File: src/design/vln_pkg.sv
package vln_pkg;

    localparam int COMPONENT_BITS   = 24;
    localparam int WEIGHT_FRAC_BITS = 8;
    localparam int UNIT_FRAC_BITS   = 14;

    localparam int WEIGHT_W = WEIGHT_FRAC_BITS + 1;
    // blend sum: two products of weight and component plus the half
    localparam int BLEND_W  = COMPONENT_BITS + WEIGHT_FRAC_BITS + 3;
    localparam int M2_W     = 2 * COMPONENT_BITS;
    localparam int S_W      = 2 * COMPONENT_BITS + 2;
    localparam int Q_W      = UNIT_FRAC_BITS + 1;
    // holds (2q-1)^2 * s and |v|^2 << (2F+2), with sign
    localparam int ACC_W    = S_W + 2 * UNIT_FRAC_BITS + 4;

    localparam int QUEUE_DEPTH = 4;
    localparam int QPTR_W      = $clog2(QUEUE_DEPTH);

    localparam logic FUNC_POSITION  = 1'b0;
    localparam logic FUNC_DIRECTION = 1'b1;

    typedef logic signed [COMPONENT_BITS-1:0] t_comp;

    // blended vector waiting for the back end
    typedef struct packed {
        logic  func;
        t_comp x;
        t_comp y;
        t_comp z;
    } t_item;

    // queue handshake from the front end
    typedef struct packed {
        logic full;
        logic push;
    } t_qctl;

endpackage

File: src/design/vln_front.sv
module vln_front import vln_pkg::*; (
    input  logic                i_clk,
    input  logic                i_rst_n,
    input  logic                i_valid,
    output logic                o_stall,
    input  logic                i_func,
    input  t_comp               i_now_x,
    input  t_comp               i_now_y,
    input  t_comp               i_now_z,
    input  t_comp               i_prev_x,
    input  t_comp               i_prev_y,
    input  t_comp               i_prev_z,
    input  logic [WEIGHT_W-1:0] i_weight,
    input  logic                i_q_full,
    output t_qctl               o_qctl,
    output t_item               o_item
);

    localparam logic [WEIGHT_W-1:0] W_ONE = WEIGHT_W'(1 << WEIGHT_FRAC_BITS);
    localparam logic signed [BLEND_W-1:0] W_HALF =
        BLEND_W'(1 << (WEIGHT_FRAC_BITS - 1));

    logic                r_valid, n_valid;
    logic                r_func;
    t_comp               r_now [3];
    t_comp               r_prev [3];
    logic [WEIGHT_W-1:0] r_weight;

    logic                accept;
    logic [WEIGHT_W-1:0] w_sat, w_inv;
    logic signed [BLEND_W-1:0] t_sum [3];
    t_comp               v [3];

    assign o_stall = r_valid && i_q_full;
    assign accept  = i_valid && !o_stall;
    assign n_valid = accept || (r_valid && i_q_full);

    assign o_qctl.push = r_valid && !i_q_full;
    assign o_qctl.full = i_q_full;

    // input register
    always_ff @(posedge i_clk) begin
        if (!i_rst_n) begin
            r_valid <= 1'b0;
        end else begin
            r_valid <= n_valid;
        end
        if (accept) begin
            r_func   <= i_func;
            r_now[0] <= i_now_x;
            r_now[1] <= i_now_y;
            r_now[2] <= i_now_z;
            r_prev[0] <= i_prev_x;
            r_prev[1] <= i_prev_y;
            r_prev[2] <= i_prev_z;
            r_weight <= i_weight;
        end
    end

    // blend, round half up, floor by shift
    always_comb begin
        w_sat = (r_weight > W_ONE) ? W_ONE : r_weight;
        w_inv = W_ONE - w_sat;
        for (int i = 0; i < 3; i++) begin
            t_sum[i] = $signed(BLEND_W'(w_sat)) * BLEND_W'(r_now[i])
                     + $signed(BLEND_W'(w_inv)) * BLEND_W'(r_prev[i])
                     + W_HALF;
            v[i] = (w_sat == '0) ? r_now[i]
                                 : t_sum[i][WEIGHT_FRAC_BITS +: COMPONENT_BITS];
        end
    end

    assign o_item.func = r_func;
    assign o_item.x    = v[0];
    assign o_item.y    = v[1];
    assign o_item.z    = v[2];

endmodule

File: config.mk
export PLATFORM = sky130hd
export DESIGN_NAME = vln_front
export DESIGN_NICKNAME = d
export VERILOG_FILES = /design/src/design/vln_pkg.sv /design/src/design/vln_front.sv
export SDC_FILE = /design/constraint.sdc
export NUM_CORES = 2
export LEC_CHECK = 0
export BUFFER_PORTS_ARGS = -buffer_cell sky130_fd_sc_hd__buf_2
export CAP_MARGIN = 20
export CORE_MARGIN = 8
export CORE_UTILIZATION = 48
export DETAILED_ROUTE_END_ITERATION = 8
export PLACE_DENSITY = 0.75
export SKIP_LAST_GASP = 1
export SYNTH_ARGS = -nofsm -noshare
export SYNTH_HDL_FRONTEND = slang
export SYNTH_SLANG_ARGS = --single-unit
File: constraint.sdc
create_clock -name i_clk -period 13.9 [get_ports i_clk]
set_clock_uncertainty 0.05 [all_clocks]
set_input_delay 1.39 -clock i_clk [delete_from_list [all_inputs] [get_ports i_clk]]
set_output_delay 1.39 -clock i_clk [all_outputs]
set_load 0.1 [all_outputs]
==> out/summary.txt <==
hold-fix buffers at CTS: 0
Reg area: 0.00464 mm2
vias in the first global route: 38250
DIE AREA: 0.114 mm2
area of the multi-input gates: 0.0390 mm2
crit path time final: 11770 ps
worst skew pair latency: 530 ps
Fill cells: 9209
gr ovfl total: 0
Via density: 5.14
post-DR wirelength/cell: 18.8 um
Longest Clk Path Bufs: 2
worst-case reg-to-reg path depth: 4
TritonCTS clock tree: yes
total number of vias: 34067
Setup violations, final: 0
synthesized cell area: 0.0495 mm2
dpl cell area: 0.0518 mm2
RSZ-0062 raised after global routing: false
number of DRC markers in iteration 0: 2204
Syn Inst Count: 5223
TritonCTS Buffers: 17
slew margin rel.: 31.7%
postcts setup bufs: 0
top-count cell post-synth: inv_1
layout cells sized above 1: 6.44%
Mapped Nets: 6976
Clock Sinks: 155
Least-Margin Pin Slew: 1020 ps
Die W: 337 um
Hold Violations, Final: 0
Worst path most repeated cell: fa_1
Synth async-reset ratio: 0%
worst hold path type: reg -> reg
Final period util: 84.7%
status: complete, no violations
Synth warnings: 0
post-synth top area cell: fa_1
Slew Viols, Final: 0
initial antenna violation count: 1
type of origin of the critical path: flip-flop
syn_area_per_cell: 9.48 um2
Max Clock Freq: 85.0 MHz
row count: 118
Synth Flop Type: edfxtp_1
placed cell count: 6598
Clock transition at path regs: 70 ps
I/O pins: 234
Yosys reg bits: 155
synth top area cells: fa_1 48%, inv_1 10%, ha_1 10%, edfxtp_1 9.3%, nand2_1 6.3%
Routed Antenna Nets: 0
final wirelength: 125000 um
Starting Density: 48.1%
CP Max Fanout: 76
GRT Util Overall: 23.1%
Worst Path Class, Setup: reg -> out
Post-synth top cells: 1349 x inv_1, 1200 x fa_1, 833 x nand2_1
DRC viols: 0
WHS: 627 ps
setup tns final: 0 ps
Hold Path Depth: 2
max-cap violation count: 0
Die Ht: 337 um
Final nets: 6990
post-synthesis sequential area ratio: 9.38%
CP Data Arrival Time: 10330 ps
CTS resizes: 0
CP max-delay cell: buf_4
drt pass-1 iters: 6
top-area cell type share of the netlist area: 48.5%
port bufs: 233
CTS HTree Levels: 4
gpl congestion: 0.875
finished layout cell area: 0.0525 mm2
Post-synth EDFFs: 154
HPWL Detailed: 99700 um
clock root buffer: clkbuf_16
synth unique cells: 71
max incr delay on CP: 790 ps
Area Overhead vs Synth: 5.89%
first-pass GRT wire length: 206000 um
Post-Layout Cell Count: 6631
Req. time, crit path: 12460 ps
endpoint class of the critical path: output port
Placeable Area: 0.103 mm2
largest net degree at the start of global routing: 142
-- registers in the layout, indices dropped and copies added (netlist names) --
name	count
r_func	1
r_weight	9
r_prev	72
r_valid	1
r_now	72
-- through the flow --
| step | worst slack (ps) | util (%) |
|---|---|---|
| after floorplan | 2330 | - |
| after global placement | 2860 | 50.4 |
| after detailed placement | 2770 | 50.4 |
| after CTS | 2150 | 51.0 |
| after global routing | 1580 | 51.0 |
| final | 2130 | 51.0 |
-- final timing paths --
kind	endpoint	from	slack [ps]
hold / removal	r_valid	r_valid	630
setup / recovery	o_item[23]	r_weight[8]	2130
setup reg to reg	r_now[0][9]	r_valid	11350
hold reg to reg	r_valid	r_valid	630
-- kinds of logic after synthesis --
| logic type | count (synthesis) | share of synthesized area, % |
|---|---|---|
| buffers and inverters | 1620 | 12.3 |
| adders and majority gates | 1595 | 58.5 |
| and+or+nand+nor | 1520 | 14.8 |
| AOI/OAI and AO/OA | 219 | 3.05 |
| DFF | 155 | 9.38 |
| xor gates and xnor gates | 112 | 2.00 |
| muxes | 2 | 0.0455 |
-- final cells by class --
class	instances	share of cell area, %
clock inverter	15	0.394
tap	1380	3.29
sequential	155	8.85
timing repair buffer	266	2.72
clock buffer	17	0.811
antenna	1	0.00477
multi-input combinational	3448	74.3
inverter	1349	9.65
-- metal layers --
metal	up-vias	part of all wire, %	wire [um]	track usage, %
li1	15084	-	-	-
met3	212	8.0	9950	5.30
met4	0	3.2	4000	7.70
met1	17536	40	50400	29.8
met2	1235	48	60200	38.5
met5	-	0	0	0
-- worst max-delay path: cells and delay by family (launching register included) --
family	cells	cell delay, ps
and+or+nand+nor	5	950
buffers and inverters	9	2510
xor gates and xnor gates	1	160
AOI/OAI and AO/OA	7	1920
DFF	1	380
adders and majority gates	8	3720
-- placed cells by master, fill, tap and decap left out, types with 28 or more instances in the layout --
cell type	netlist	routed
a21oi_1	32	32
and2_1	488	488
buf_2	1	233
buf_4	2	32
edfxtp_1	154	154
fa_1	1200	1200
ha_1	395	393
inv_1	1349	1349
nand2_1	833	833
nor2_1	38	38
nor2b_1	84	75
nor3_1	32	32
o21a_1	28	28
o21ai_0	56	56
o31ai_1	30	30
xnor2_1	89	86
Power is not shown: default switching activity piles up to over one toggle a cycle in this logic, so the estimate is an artifact.
