<file path="src/design/vln_pkg.sv">
package vln_pkg;

    localparam int COMPONENT_BITS   = 24;
    localparam int WEIGHT_FRAC_BITS = 8;
    localparam int UNIT_FRAC_BITS   = 14;

    localparam int WEIGHT_W = WEIGHT_FRAC_BITS + 1;
    // blend sum: two products of weight and component plus the half
    localparam int BLEND_W  = COMPONENT_BITS + WEIGHT_FRAC_BITS + 3;
    localparam int M2_W     = 2 * COMPONENT_BITS;
    localparam int S_W      = 2 * COMPONENT_BITS + 2;
    localparam int Q_W      = UNIT_FRAC_BITS + 1;
    // holds (2q-1)^2 * s and |v|^2 << (2F+2), with sign
    localparam int ACC_W    = S_W + 2 * UNIT_FRAC_BITS + 4;

    localparam int QUEUE_DEPTH = 4;
    localparam int QPTR_W      = $clog2(QUEUE_DEPTH);

    localparam logic FUNC_POSITION  = 1'b0;
    localparam logic FUNC_DIRECTION = 1'b1;

    typedef logic signed [COMPONENT_BITS-1:0] t_comp;

    // blended vector waiting for the back end
    typedef struct packed {
        logic  func;
        t_comp x;
        t_comp y;
        t_comp z;
    } t_item;

    // queue handshake from the front end
    typedef struct packed {
        logic full;
        logic push;
    } t_qctl;

endpackage

</file>
<file path="src/design/vln_queue.sv">
module vln_queue import vln_pkg::*; (
    input  logic  i_clk,
    input  logic  i_rst_n,
    input  t_qctl i_qctl,
    input  t_item i_item,
    input  logic  i_pop,
    output logic  o_full,
    output logic  o_valid,
    output t_item o_item
);

    t_item             r_mem [QUEUE_DEPTH];
    logic [QPTR_W-1:0] r_wptr, r_rptr;
    logic [QPTR_W:0]   r_count;
    logic              do_pop;

    assign o_full  = (r_count == (QPTR_W+1)'(QUEUE_DEPTH));
    assign o_valid = (r_count != '0);
    assign do_pop  = i_pop && o_valid;
    assign o_item  = r_mem[r_rptr];

    // pointers and fill count
    always_ff @(posedge i_clk) begin
        if (!i_rst_n) begin
            r_wptr  <= '0;
            r_rptr  <= '0;
            r_count <= '0;
        end else begin
            if (i_qctl.push) r_wptr <= r_wptr + 1'b1;
            if (do_pop)      r_rptr <= r_rptr + 1'b1;
            case ({i_qctl.push, do_pop})
                2'b10:   r_count <= r_count + 1'b1;
                2'b01:   r_count <= r_count - 1'b1;
                default: r_count <= r_count;
            endcase
        end
    end

    // storage
    always_ff @(posedge i_clk) begin
        if (i_qctl.push) r_mem[r_wptr] <= i_item;
    end

endmodule

</file>
<file path="config.mk">
export PLATFORM = sky130hd
export DESIGN_NAME = vln_queue
export DESIGN_NICKNAME = d
export VERILOG_FILES = /design/src/design/vln_pkg.sv /design/src/design/vln_queue.sv
export SDC_FILE = /design/constraint.sdc
export NUM_CORES = 1
export LEC_CHECK = 0
export ABC_CLOCK_PERIOD_IN_PS = 3000
export BUFFER_PORTS_ARGS = -buffer_cell sky130_fd_sc_hd__buf_2
export CAP_MARGIN = 20
export CORE_UTILIZATION = 55
export CTS_CLUSTER_DIAMETER = 80
export DETAILED_ROUTE_END_ITERATION = 10
export MAX_ROUTING_LAYER = met4
export PLACE_DENSITY_LB_ADDON = 0.15
export SLEW_MARGIN = 30
export SYNTH_ARGS = -nofsm -noshare
export SYNTH_HDL_FRONTEND = slang
export SYNTH_SLANG_ARGS = --single-unit
</file>
<file path="constraint.sdc">
create_clock -name i_clk -period 3 [get_ports i_clk]
set_input_delay 0.45 -clock i_clk [delete_from_list [all_inputs] [get_ports i_clk]]
set_output_delay 0.45 -clock i_clk [all_outputs]
set_load 0.01 [all_outputs]
</file>
==> metrics, run 1 <==
outcome=finished, final reports clean; sequential element share of the synthesized area=80.81%; maximum number of pins on one net before global-route repair=49; top cell type's share of synthesized area=79.19%; antenna violations before repair=2; clock-pin slew on the worst setup and hold paths=60 ps; leading area contributor after synthesis=sky130_fd_sc_hd__edfxtp_1; overall die area=20,700 um2; critical-path cell list=buf_4, mux4_2, buf_2; synthesized area divided by synthesized cell count=25.87 um2; clock tree root buffer cell=sky130_fd_sc_hd__clkbuf_16; Total Routing Usage GR=19.47%; busiest metal layer after global routing=met2; effective utilization at floorplan=56.52%; final count of pins violating max slew=0; post-CTS setup repair buffer count=0; unrepaired setup endpoints after global routing=false; met3 global-route usage=3.899%; CTS resizes=0; number of hold violations in the final report=0; H-tree depth reported by CTS=1; Vias=4,931; hold-fix buffer count after cts=0; most common library cells after synthesis=292 x sky130_fd_sc_hd__edfxtp_1, 72 x sky130_fd_sc_hd__mux4_2, 9 x sky130_fd_sc_hd__dfxtp_1; Setup Viol. Count Final=0; DRT Wirelength=19,000 um; instance count of the mapped netlist=428; fraction of final layout cells with drive strength greater than 1=44.32%; die width=143.9 um; slack of the worst reg-to-reg path=920 ps; post-synthesis async set-or-reset flop share=0%; Net Count, Synth=512; post-synthesis register bit count=301; PnR Total Power=0.01024 W; end of the worst register-to-register path=r_count[2]; MaxCap Viol Count=0; critical path endpoint category=output port; maximum clock frequency=386.1 MHz; peak fanout along the critical path=14; clock buffers created by TritonCTS=29; cell with the most instances after synthesis=sky130_fd_sc_hd__edfxtp_1; CP endpoint=o_item[24]; summed negative setup slack over all endpoints=0 ps; worst hold path type=input pin to flop; clock period minus final worst setup slack=2590 ps; Netlist Area Pre-Place=11,070 um2; TritonCTS clock tree=yes; pwr/cell area=782.6 nW/um2; count of clock tree sinks=301; global-route wire length before repair=28,680 um; slew of the pin with the lowest slew margin=583.6 ps; number of placement rows=51; met1 Resource Use GR=25.62%; critical path's largest stage delay=560 ps; signed area change from the synthesized netlist to the final layout=18.15%; # DRC=0; detail-routed net length per standard cell=21.27 um; IR drop worst, VDD=0.5432 mV; ratio of routed vias to standard cells=5.522; reported leakage power=4.398 nW; drt pass-1 iters=4; count of flip-flops with a built-in enable after synthesis=292; CP Launch Type=flop; global routing met2 resource utilization=31.45%; floorplan die height=143.9 um; grt total ovfl=0; critical path start-end classification=flop to output port; final clock period utilization by the worst path=86.34%; half-perimeter wire length of the detailed placement result=11,530 um; primary flip-flop cell chosen by synthesis mapping=sky130_fd_sc_hd__edfxtp_1; data required time of the worst path=2550 ps; core area=19,590 um2; number of placed I/O pins=153; Port-buffer cells=151; NumNets Final=689; Layout fillers=1,287; ANT nets after route=0; RePlAce Congestion=0.7208; data arrival at the endpoint of the critical path=2140 ps; worst max-slew margin expressed relative to the limit=61.09%; number of buffers on the longest clock path=3; drt initial violations=284; source-to-sink clock delay at the later pin of the worst-skew pair=530 ps; cell count of the worst reg-to-reg path=7; Synth warnings=0; slowest cell on the critical path=sky130_fd_sc_hd__mux4_2; dominant cells by area after synthesis=sky130_fd_sc_hd__edfxtp_1 79%, sky130_fd_sc_hd__mux4_2 15%, sky130_fd_sc_hd__dfxtp_1 1.6%; final setup skew=11.92 ps; vias in the first global route=5,180; reg2reg start=r_count[1]; count of different cell masters after synthesis=23
critical path: cells and delay by family, from the launching register on:
kind	cells	cell delay (ps)
muxes	1	560
DFF	1	530
buffers and inverters	2	520
how the worst min path moves through the flow:
stage	cells after the start	startpoint	slack (ps)	to
floorplan	2	r_count[2]	490	r_count[2]
global route	1	i_item[18]	120	r_mem[1][18]
global placement	2	r_count[2]	510	r_count[2]
detailed placement	2	r_rptr[0]	560	flop
CTS	1	i_item[32]	120	r_mem[1][32]
finish	1	i_item[31]	130	r_mem[1][31]
layout make-up:
type	count	area, um2	share of cell area [%]
Tap cell	265	331.6	2.534
Antenna cell	3	7.507	0.05738
Multi-Input combinational cell	105	1921	14.68
Inverter	6	22.52	0.1722
Sequential cell	301	8956	68.46
Timing Repair Buffer	162	925.9	7.077
Clock inverter	16	170.2	1.301
Clock buffer	35	748.2	5.719
cell families (layout without fill, tap and decap cells):
logic type | Yosys count | in the layout | synth area share, %
DFF | 301 | 301 | 80.81
muxes | 74 | 74 | 14.97
buffers and inverters | 22 | 219 | 1.932
and+or+nand+nor | 15 | 15 | 0.8249
adders and majority gates | 6 | 6 | 0.7458
AOI/OAI and AO/OA | 5 | 5 | 0.3164
xor gates and xnor gates | 5 | 5 | 0.3956
other | 0 | 3 | 0
report_power, final:
group	internal, W	switching, W	leakage [nW]
registers	0.00485	0.000123	2.76
logic	0.000908	0.000845	1.19
clock network	0.00210	0.00141	0.449
total	0.00786	0.00238	4.40
per-stage QoR:
stage               instances  setup slack [ps]  hold slack [ps]  area (um2)  util (%)
global placement          839             914.4            505.1       12160     62.06
detailed placement        839             909.2            556.4       12160     62.06
finish                    893             409.7            132.3       13080     66.78
floorplan                 428             313.5            492.7       11070         -
CTS                       890             350.8            116.3       13080     66.74
global route              892             279.8            118.4       13080     66.77
state kept, by name (all words and copies together) (netlist names), named ones only:
signal	cells
r_count	3
r_mem	292
r_rptr	2
r_wptr	2
cells in the final DEF, fill, tap and decap left out, types with 4 or more instances in the layout:
cell                        count
sky130_fd_sc_hd__clkinv_1       8
sky130_fd_sc_hd__dfxtp_1        7
sky130_fd_sc_hd__buf_12         7
sky130_fd_sc_hd__clkbuf_1       6
sky130_fd_sc_hd__bufinv_16      4
sky130_fd_sc_hd__and2_4         4
sky130_fd_sc_hd__clkinv_2       4
sky130_fd_sc_hd__mux4_2        72
sky130_fd_sc_hd__buf_4          4
sky130_fd_sc_hd__buf_2        151
sky130_fd_sc_hd__edfxtp_1     292
sky130_fd_sc_hd__inv_1          6
sky130_fd_sc_hd__and2_1         4
sky130_fd_sc_hd__clkbuf_16     29
sky130_fd_sc_hd__ha_1           5
routing by layer:
layer  up-vias  wire length (um)
met3        30              1102
met5         -                 0
met2       138              9687
met4         0               285
li1       2196                 -
met1      2567              7922
No activity file was read; power rests on OpenSTA's default activity.
==> run 2: changes to the inputs <==
CTS_BUF_LIST = sky130_fd_sc_hd__clkbuf_8   (was not set)
==> run 2 against run 1 <==
Largest power group unchanged. Non-clock buffer count stayed put. Highest routed layer unchanged. Setup slack got worse by 0.75 ps. Sequential power about the same. Die area is the same. Via count is 1.5% higher. Clock power shrank 11%. Largest cell class unchanged. Critical endpoint unchanged. First-iteration DRC count increased by 0.35%. Register-to-register slack improved by 50 ps.
==> metrics, run 2 (same netlist as run 1, synthesis figures left out) <==
outcome=finished, final reports clean; reported leakage power=4.457 nW; critical-path cell list=buf_4, mux4_2, buf_2; Layout fillers=1,309; ratio of routed vias to standard cells=5.368; die width=143.9 um; cell type group with the largest total delay on the critical path=multiplexers; final count of pins violating max slew=0; max reg flops=292; clock-pin slew on the worst setup and hold paths=60 ps; data required time of the worst path=2550 ps; critical path's largest stage delay=560 ps; detail-routed net length per standard cell=20.35 um; TritonCTS clock tree=yes; unrepaired setup endpoints after global routing=false; data arrival at the endpoint of the critical path=2140 ps; NumNets Final=709; maximum number of pins on one net before global-route repair=49; critical path start-end classification=flop to output port; register cell area after layout=8956 um2; total area of multi-input combinational cells=1921 um2; global routing met2 resource utilization=31.30%; pwr/cell area=754.7 nW/um2; number of buffers on the longest clock path=3; count of clock tree sinks=301; buffering stage count on the worst path with inverters included=2; number of hold violations in the final report=0; slowest cell on the critical path=sky130_fd_sc_hd__mux4_2; # DRC=0; signed area change from the synthesized netlist to the final layout=17.81%; effective utilization at floorplan=56.52%; met1 Resource Use GR=24.94%; summed negative setup slack over all endpoints=0 ps; half-perimeter wire length of the detailed placement result=11,530 um; CP Launch Type=flop; final clock period utilization by the worst path=86.37%; global-route wire length before repair=28,740 um; drt initial violations=285; clock tree root buffer cell=sky130_fd_sc_hd__clkbuf_8; slew of the pin with the lowest slew margin=583.6 ps; DRT Wirelength=18,970 um; number of placement rows=51; Vias=5,003; met3 global-route usage=4.832%; clock period minus final worst setup slack=2591 ps; grt total ovfl=0; critical path endpoint category=output port; number of placed I/O pins=153; Total Routing Usage GR=19.59%; CTS resizes=0; ANT nets after route=0; IR drop worst, VDD=0.4310 mV; final non-filler cell area=13,050 um2; worst max-slew margin expressed relative to the limit=61.09%; most frequent cells in the layout=292 x sky130_fd_sc_hd__edfxtp_1, 151 x sky130_fd_sc_hd__buf_2, 72 x sky130_fd_sc_hd__mux4_2, 51 x sky130_fd_sc_hd__clkbuf_8, 23 x sky130_fd_sc_hd__inv_1; MaxCap Viol Count=0; core area=19,590 um2; total placed instance area=12,160 um2; Port-buffer cells=151; Top reg by flops=r_mem; most common cell after layout, fill and taps aside=sky130_fd_sc_hd__edfxtp_1; top flop regs=r_mem: 292 flops, r_count: 3 flops; vias in the first global route=5,367; clock buffers created by TritonCTS=49; RePlAce Congestion=0.7208; drt pass-1 iters=6; fraction of final layout cells with drive strength greater than 1=44.65%; post-CTS setup repair buffer count=0; source-to-sink clock delay at the later pin of the worst-skew pair=550 ps; Setup Viol. Count Final=0; antenna violations before repair=2; maximum clock frequency=385.9 MHz; busiest metal layer after global routing=met2; final setup skew=28.08 ps; worst hold path type=input pin to flop; H-tree depth reported by CTS=2; floorplan die height=143.9 um; overall die area=20,700 um2; hold-fix buffer count after cts=0; peak fanout along the critical path=14
-- run 2: layout make-up --
cell class / instances / share of cell area, %
clock buffer: 51 / 5.381
inverter: 6 / 0.1726
timing repair buffer: 162 / 7.098
antenna: 4 / 0.07673
clock inverter: 38 / 1.352
multi-input combinational: 105 / 14.72
tap: 265 / 2.542
sequential: 301 / 68.66
-- run 2: path summary, 6_finish.rpt --
| kind | from | end | slack [ps] | cells after the start |
|---|---|---|---|---|
| min reg2reg | r_rptr[0] | r_rptr[0] | 580 | 2 |
| max | flop | o_item[24] | 410 | 3 |
| max reg2reg | r_count[0] | r_count[2] | 970 | 7 |
| min | i_item[32] | r_mem[2][32] | 110 | 1 |
-- run 2: layer usage --
metal  share of wire, %  up-vias
met5                  0        -
li1                   -     2246
met2                 51      163
met1                 41     2568
met4                1.5        0
met3                6.6       26
-- run 2: report_power, final --
part	internal (W)	switching, W
combinational	0.000908	0.000841
sequential	0.00485	0.000123
clock	0.00165	0.00147
-- run 2: stage by stage --
stage          power (W)  util, %  hold WS [ps]  setup WS (ps)  instances
6_report        0.009845    66.59         115.0          408.9        932
5_1_grt          0.01028    66.56         87.74          249.9        930
4_1_cts         0.009986    66.54         80.59          329.2        928
3_5_place_dp    0.006860    62.06         556.4          909.2        839
3_3_place_gp    0.006811    62.06         505.1          914.4        839
2_1_floorplan   0.006321        -         492.7          313.5        428
